===== config.mk =====
export PLATFORM = sky130hd
export DESIGN_NAME = rpiq_cell
export DESIGN_NICKNAME = d
export VERILOG_FILES = /design/src/rtl/rpiq_pkg.sv /design/src/rtl/rpiq_cell.sv
export SDC_FILE = /design/constraint.sdc
export NUM_CORES = 1
export LEC_CHECK = 0
export BUFFER_PORTS_ARGS = -buffer_cell sky130_fd_sc_hd__buf_2
export CORE_AREA = 2 2 129 131
export CTS_CLUSTER_SIZE = 16
export DETAILED_ROUTE_END_ITERATION = 7
export DIE_AREA = 0 0 131 133
export HOLD_SLACK_MARGIN = 0.05
export PLACE_DENSITY = 0.73
export SLEW_MARGIN = 5
export SYNTH_ARGS = -nofsm -noshare
export SYNTH_HDL_FRONTEND = slang
export SYNTH_SLANG_ARGS = --single-unit

===== constraint.sdc =====
create_clock -name clk_i -period 4.5 [get_ports clk_i]
set_clock_uncertainty 0.15 [all_clocks]
set_input_delay 0.225 -clock clk_i [delete_from_list [all_inputs] [get_ports clk_i]]
set_output_delay 0.225 -clock clk_i [all_outputs]
set_load 0.01 [all_outputs]

===== src/rtl/rpiq_pkg.sv =====
// ----------------------------------------------------------------------------
// Ready priority issue queue package
// Shared entry, command, sweep and result types, FSM states and codes.
// ----------------------------------------------------------------------------
`default_nettype none

package rpiq_pkg;

  // One queued instruction
  typedef struct packed {
    logic [7:0]  tag;
    logic [15:0] weight;
    logic [3:0]  latency;
    logic [15:0] earliest;
  } entry_t;

  // Item under work, broadcast to every cell
  typedef struct packed {
    logic        deq;
    logic        heur;
    entry_t      item;
    logic [15:0] cur;
  } cmd_t;

  // Search record handed from cell to cell
  typedef struct packed {
    logic        active;
    logic        found;
    logic [7:0]  pick_tag;
    logic [15:0] pick_ec;
    logic [7:0]  low_tag;
    logic [15:0] low_ec;
  } sweep_t;

  // Result fields waiting for the output register
  typedef struct packed {
    logic        valid_res;
    logic [7:0]  out_tag;
    logic [15:0] next_cycle;
    logic        full_error;
  } res_t;

  typedef enum logic [1:0] {
    ST_IDLE,
    ST_SWEEP,
    ST_SHIFT,
    ST_DONE
  } state_e;

  localparam logic MODE_ENQ = 1'b0;
  localparam logic MODE_DEQ = 1'b1;

  localparam logic HEUR_WEIGHT  = 1'b0;
  localparam logic HEUR_LATENCY = 1'b1;

  localparam logic [1:0] REG_HEUR_ADDR = 2'd0;

  localparam logic [15:0] CYCLE_MAX = 16'hFFFF;

endpackage

`default_nettype wire


===== src/rtl/rpiq_cell.sv =====
// ----------------------------------------------------------------------------
// Ready priority issue queue cell
// Holds one queue slot, takes part in the search sweep and in the shift.
// ----------------------------------------------------------------------------
`default_nettype none

module rpiq_cell #(
  parameter int IDX_W    = 6,
  parameter int CNT_W    = 7,
  parameter int CELL_IDX = 0
) (
  input  wire                     clk_i,
  input  wire                     rst_ni,
  input  rpiq_pkg::cmd_t          cmd_i,
  input  wire  [CNT_W-1:0]        count_i,
  input  wire  [IDX_W-1:0]        pos_i,
  input  wire                     shift_i,
  input  rpiq_pkg::entry_t        left_i,
  input  rpiq_pkg::entry_t        right_i,
  output rpiq_pkg::entry_t        entry_o,
  input  rpiq_pkg::sweep_t        sw_i,
  input  wire  [IDX_W-1:0]        pick_i,
  input  wire  [IDX_W-1:0]        low_i,
  output rpiq_pkg::sweep_t        sw_o,
  output logic [IDX_W-1:0]        pick_o,
  output logic [IDX_W-1:0]        low_o
);

  localparam logic [CNT_W-1:0] K_C   = CNT_W'(CELL_IDX);
  localparam logic [CNT_W-1:0] K1_C  = CNT_W'(CELL_IDX + 1);
  localparam logic [IDX_W-1:0] KI_C  = IDX_W'(CELL_IDX);
  localparam bit               FIRST = (CELL_IDX == 0);

  rpiq_pkg::entry_t ent_q, ent_d;
  rpiq_pkg::sweep_t sw_q, sw_d;
  logic [IDX_W-1:0] pick_q, pick_d, low_q, low_d;

  logic             occ;
  logic             ready;
  logic             beats_key;
  logic             beats_head;
  logic [CNT_W-1:0] pos_ext;

  assign occ     = K_C < count_i;
  assign ready   = ent_q.earliest <= cmd_i.cur;
  assign pos_ext = CNT_W'(pos_i);

  // New item ordered ahead of this entry
  always_comb begin
    if (cmd_i.heur == rpiq_pkg::HEUR_LATENCY) begin
      beats_key  = cmd_i.item.latency > ent_q.latency;
      beats_head = cmd_i.item.latency > ent_q.latency;
    end else begin
      beats_key  = cmd_i.item.weight > ent_q.weight;
      beats_head = (cmd_i.item.weight > ent_q.weight) ||
                   ((cmd_i.item.weight == ent_q.weight) &&
                    (cmd_i.item.latency > ent_q.latency));
    end
  end

  // Search step: first ready entry, else lowest earliest; insert position
  always_comb begin
    sw_d   = sw_i;
    pick_d = pick_i;
    low_d  = low_i;
    if (sw_i.active && !sw_i.found) begin
      if (cmd_i.deq == rpiq_pkg::MODE_DEQ) begin
        if (occ) begin
          if (ready) begin
            sw_d.found    = 1'b1;
            sw_d.pick_tag = ent_q.tag;
            sw_d.pick_ec  = ent_q.earliest;
            pick_d        = KI_C;
          end else if (FIRST || (ent_q.earliest < sw_i.low_ec)) begin
            sw_d.low_tag = ent_q.tag;
            sw_d.low_ec  = ent_q.earliest;
            low_d        = KI_C;
          end
        end
      end else begin
        if (!occ || (FIRST ? beats_head : beats_key)) begin
          sw_d.found = 1'b1;
          pick_d     = KI_C;
        end
      end
    end
  end

  // Slot update in the shift cycle
  always_comb begin
    ent_d = ent_q;
    if (shift_i) begin
      if (cmd_i.deq == rpiq_pkg::MODE_DEQ) begin
        if ((K_C >= pos_ext) && (K1_C < count_i)) begin
          ent_d = right_i;
        end
      end else begin
        if (K_C == pos_ext) begin
          ent_d = cmd_i.item;
        end else if ((K_C > pos_ext) && (K_C <= count_i)) begin
          ent_d = left_i;
        end
      end
    end
  end

  // Sweep record
  always_ff @(posedge clk_i or negedge rst_ni) begin
    if (!rst_ni) begin
      sw_q <= '0;
    end else begin
      sw_q <= sw_d;
    end
  end

  // Payload registers
  always_ff @(posedge clk_i) begin
    ent_q  <= ent_d;
    pick_q <= pick_d;
    low_q  <= low_d;
  end

  assign entry_o = ent_q;
  assign sw_o    = sw_q;
  assign pick_o  = pick_q;
  assign low_o   = low_q;

endmodule

`default_nettype wire


# [Yosys cells after proc, flatten, opt, wreduce, memory -nomap -nowiden]
# Index checks and enable logic that the tools add are counted.
[classes] magnitude_cmp=8 muxes=21 n_eq_ne=2 reduce_logical=11
[op_table] cell="two-way mux 44 bit" count=4
[op_table] cell="two-way mux 49 bit" count=2
[op_table] cell="two-way mux 6 bit" count=9
[op_table] cell="two-way mux 48 bit" count=1
[op_table] cell="two-way mux 25 bit" count=1
[op_table] cell="two-way mux 24 bit" count=1
[op_table] cell="== test 16 bit" count=1
[op_table] cell="greater-than comparator 16 bit" count=1
[op_table] cell="less-or-equal comparator 16 bit" count=1
[op_table] cell="less-than comparator 1 x 7 -> 1 bit, first input constant" count=2
[op_table] cell="less-or-equal comparator 1 x 7 -> 1 bit, first input constant" count=1
[op_table] cell="zero test 7 bit" count=1
[op_table] cell="greater-or-equal comparator 1 x 6 -> 1 bit, first input constant" count=1
[op_table] cell="greater-than comparator 1 x 6 -> 1 bit, first input constant" count=1
[op_table] cell="greater-than comparator 4 bit" count=1
[op_table] cell="logical AND 1 bit" count=4
[op_table] cell="two-way mux 1 bit" count=3
[op_table] cell="AND reduction 3 bit" count=1
[op_table] cell="nonzero test 3 bit" count=1
[op_table] cell="zero test 1 bit" count=2
[op_table] cell="logical OR 1 bit" count=2
[op_table] cell="!= test 2 x 1 -> 1 bit, second input constant" count=1
[word_totals] in_bits=228 elab_cells=54 regBits=106

# [Depth between registers and ports, before layout]
[logic_depth] depth_word=8 ltp_mapped=9 mapped_depth_nobuf=8

# [Worst setup path after synthesis]
# No wires, ideal clock.
[synth_path] path_type="input -> register" from="input pos_i[5]" to="register ent_q (netlist bit entry_o[0]) (enable)" setup_slack_ns=-0.530 arrival_ns=4.368 setup_ns=0.512 required_time_ns=3.838 path_stages=5 cell_sequence="nor4_1 -> nand2_1 -> buf_2 -> buf_1 -> a211oi_1"
[synth_via] elab_chain_cells=4 elab_cells_between_ends=8 cone_classes="order compare: 2; eq/ne: 1; reduce/logical: 5"
[synth_rtl] element="start, declared" line_no="rpiq_cell.sv:16" source="input wire [IDX_W-1:0] pos_i,"
[synth_rtl] element="greater-or-equal comparator 1 x 6 -> 1 bit or greater-than comparator 1 x 6 -> 1 bit (tied branches)" line_no="rpiq_cell.sv:94, rpiq_cell.sv:100"
[synth_rtl] element="logical AND 1 bit (on tied branches)" line_no="rpiq_cell.sv:94, rpiq_cell.sv:100"
[synth_rtl] element="!= test 2 x 1 -> 1 bit (no line) or nonzero test 3 bit (tied branches)"
[synth_rtl] element="AND reduction 3 bit (no line) *"
[synth_rtl] element="end signal, assigned" line_no="rpiq_cell.sv:118" source="ent_q <= ent_d;"
[synth_rtl] element="end, declared" line_no="rpiq_cell.sv:34" source="rpiq_pkg::entry_t ent_q, ent_d;"
# Every way passes the cells marked *; elsewhere a longest branch is shown, timed or not.
# A chain may end at the register's enable or synchronous reset.

==> metrics.md <==
| Metric | Value |
|---|---|
| Outcome | `finished, final reports clean` |
| Reg area | `0.00281 mm²` |
| Setup TNS | `0 ps` |
| Synthesized area | `0.00555 mm²` |
| Final nets | `1154` |
| Worst Max-Slew Pin Slew | `1000 ps` |
| Share of cells above drive strength 1 | `45.8%` |
| Post_cts resized | `0` |
| Global-route wire length before repair | `27.6 mm` |
| Clk buf depth | `2` |
| Crit path max fanout | `30` |
| Post-synth ARST share | `47.2%` |
| Max rail drop VDD | `0.000170 V` |
| Final Hold Viols | `0` |
| # rows | `47` |
| Hpwl dp | `13.1 mm` |
| Total clock buffers created by CTS | `9` |
| Area of the multi-input gates | `0.00248 mm²` |
| LEAKAGE | `0.00447 µW` |
| Antenna diode count | `0` |
| RSZ-0062 raised after global routing | `false` |
| Total track usage | `20.7%` |
| Worst EP required | `4570 ps` |
| Post-Syn Instances | `466` |
| Largest net degree at the start of global routing | `91` |
| Worst hold slack | `47.4 ps` |
| DRT Wirelength | `18.4 mm` |
| Clk Latency, worst-skew pair | `350 ps` |
| Startpoint types | `flip-flop` |
| Arrival time worst endpoint | `3420 ps` |
| Final Slew Violations | `0` |
| DR pass1 iterations | `4` |
| Post-synth top flop | `dfrtp_1` |
| Clk pin slew, worst setup/hold paths | `80 ps` |
| Port bufs | `333` |
| Crit path capture type | `flip-flop` |
| Hold crit path type | `input port to flip-flop` |
| WL/cell | `16.5 µm` |
| H-tree levels | `3` |
| Iteration-0 DRC count of the detailed router | `181` |
| Area added between synthesis and finish | `56.3%` |
| Post-synth EDFFs | `44` |
| # hold bufs at CTS | `95` |
| Initial antenna violation count | `0` |
| Pwr/cell area | `260 mW/mm²` |
| Max-cap violations | `0` |
| # fillers | `1357` |
| Fmax | `299 MHz` |
| Final setup fails | `0` |
| CTS root buf | `clkbuf_16` |
| Syn_area_per_cell | `11.9 µm²` |
| Core area | `0.0162 mm²` |
| Post-synth net total | `730` |
| I/O pins | `334` |
| Die Span Y | `133 µm` |
| Die X | `131 µm` |
| Post-synthesis cell type count | `40` |
| Crit Path Class | `flip-flop to flip-flop` |
| # DRC | `0` |
| Die area | `0.0174 mm²` |
| Vias in the first global route | `5464` |
| Synthesized flop and latch total | `106` |
| Relative slew slack | `33.1%` |
| Sink Count | `106` |
| CTS tree | `built` |
| Post-DRT Antenna Nets | `0` |
| Vias | `5197` |
| Min Tclk post-route | `3340 ps` |
| Final worst path period share | `74.3%` |
| Sequential-to-total area share from yosys stat | `50.7%` |
| Starting Density | `34.3%` |
| Vias per Instance | `4.66` |
| Yosys Warn Count | `0` |
| Congestion Overflow GR | `0` |
| Post CTS Setup Buffer Count | `0` |
| Final RePlAce weighted congestion | `0.789` |
[cells in the mapped netlist (2+ instances only)]
master    number  area [µm²]
nor2_1         6        22.5
a211oi_1       2        15.0
nor4_4         2        42.5
a21oi_1       16        80.1
o21ai_0       48         240
inv_1         37         139
mux2_2        21         236
buf_6          6        67.6
o211ai_1       2        15.0
nand2_1       53         199
mux2_1         3        33.8
nand4_1        7        43.8
edfxtp_1      44        1320
nor3b_1        6        45.0
clkbuf_1      11        41.3
ha_1          36         450
dfrtp_1       50        1250
buf_2          3        15.0
nor2b_1        4        25.0
mux2i_1       42         420
nor3_1         7        35.0
mux2_4        24         360
and2_1         7        43.8
nor4_1         2        12.5
dfxtp_1       12         240
[power by group]
part	switching, µW	total (µW)	internal, µW
clock network	388	793	405
registers	10.7	1060	1050
logic	179	406	227
total	577	2260	1680
[through the flow]
step	utilization (%)	std cells	total power (µW)	setup WS [ps]	instance area, µm²
2_1_floorplan	-	466	1230	997	5550
3_3_place_gp	45.9	1003	1410	1250	7420
3_5_place_dp	45.9	1003	1410	1140	7420
4_1_cts	53.6	1114	2270	1150	8660
5_1_grt	53.6	1115	2360	953	8670
6_report	53.6	1115	2260	1160	8670
[state kept, by name, indices dropped and copies added, names as in the netlist]
signal and count:
low_o 6, pick_o 6, sw_o 50, entry_o 44
[worst max-delay path, stage by stage, from the launching register on]
cell	delay [ps]
edfxtp_1	460
ha_1	330
nand4_1	180
nor4_2	350
a21bo_2	270
nand4_4	100
nand3_2	760
mux2_4	590
[cells by family (layout without fill, tap and decap cells)]
group	Yosys count	in the layout	synth area share [%]
flops	106	106	50.7
mux	90	90	18.9
buf+inv	58	487	4.80
compound gates	73	73	7.33
simple gates	103	103	10.1
fa+ha+maj	36	36	8.12
[layout by cell type, fill, tap and decap left out, types with 2 or more instances in the layout]
master and n:
nor4_4 2, and2_1 7, a21oi_1 16, clkbuf_16 9, buf_4 5, nand2_1 52
nor3_1 7, o211ai_1 2, nand4_1 7, edfxtp_1 44, dfxtp_1 12, mux2_2 21
dfrtp_1 50, nor2_1 6, nor2b_1 4, nor3b_1 6, nor4_1 2, o21ai_0 48
mux2i_1 42, buf_2 333, dlygate4sd3_1 96, ha_1 36, mux2_4 24, inv_6 2
mux2_1 3, inv_1 37
[final timing paths]
kind	startpoint	end	slack, ps	depth (start not counted)
worst max-delay path	entry_o[13]	sw_o[19]	1160	7
min in group asynchronous	rst_ni	sw_o[10]	380	3
worst min register to register	entry_o[43]	sw_o[47]	380	1
worst max register to register	entry_o[13]	sw_o[19]	1160	7
worst min-delay path	right_i[39]	entry_o[39]	50	3
max in group asynchronous	rst_ni	sw_o[20]	3370	3
[per-layer routing]
layer | vias up | global-route usage (%) | routed length (µm)
met5 | - | 0 | 0
met4 | 0 | 7.27 | 467
met3 | 39 | 4.21 | 1120
met2 | 227 | 38.2 | 9660
met1 | 2426 | 23.3 | 7190
li1 | 2505 | - | -
[area by class of cell]
| cell class | count | area share, % |
|---|---|---|
| Multi-Input combinational cell | 302 | 28.6 |
| Timing Repair Buffer | 434 | 30.7 |
| Clock inverter | 6 | 0.678 |
| Inverter | 37 | 1.60 |
| Tap cell | 220 | 3.17 |
| Clock buffer | 10 | 2.75 |
| Sequential cell | 106 | 32.4 |
Note: power is estimated with default switching activity, not from simulation.
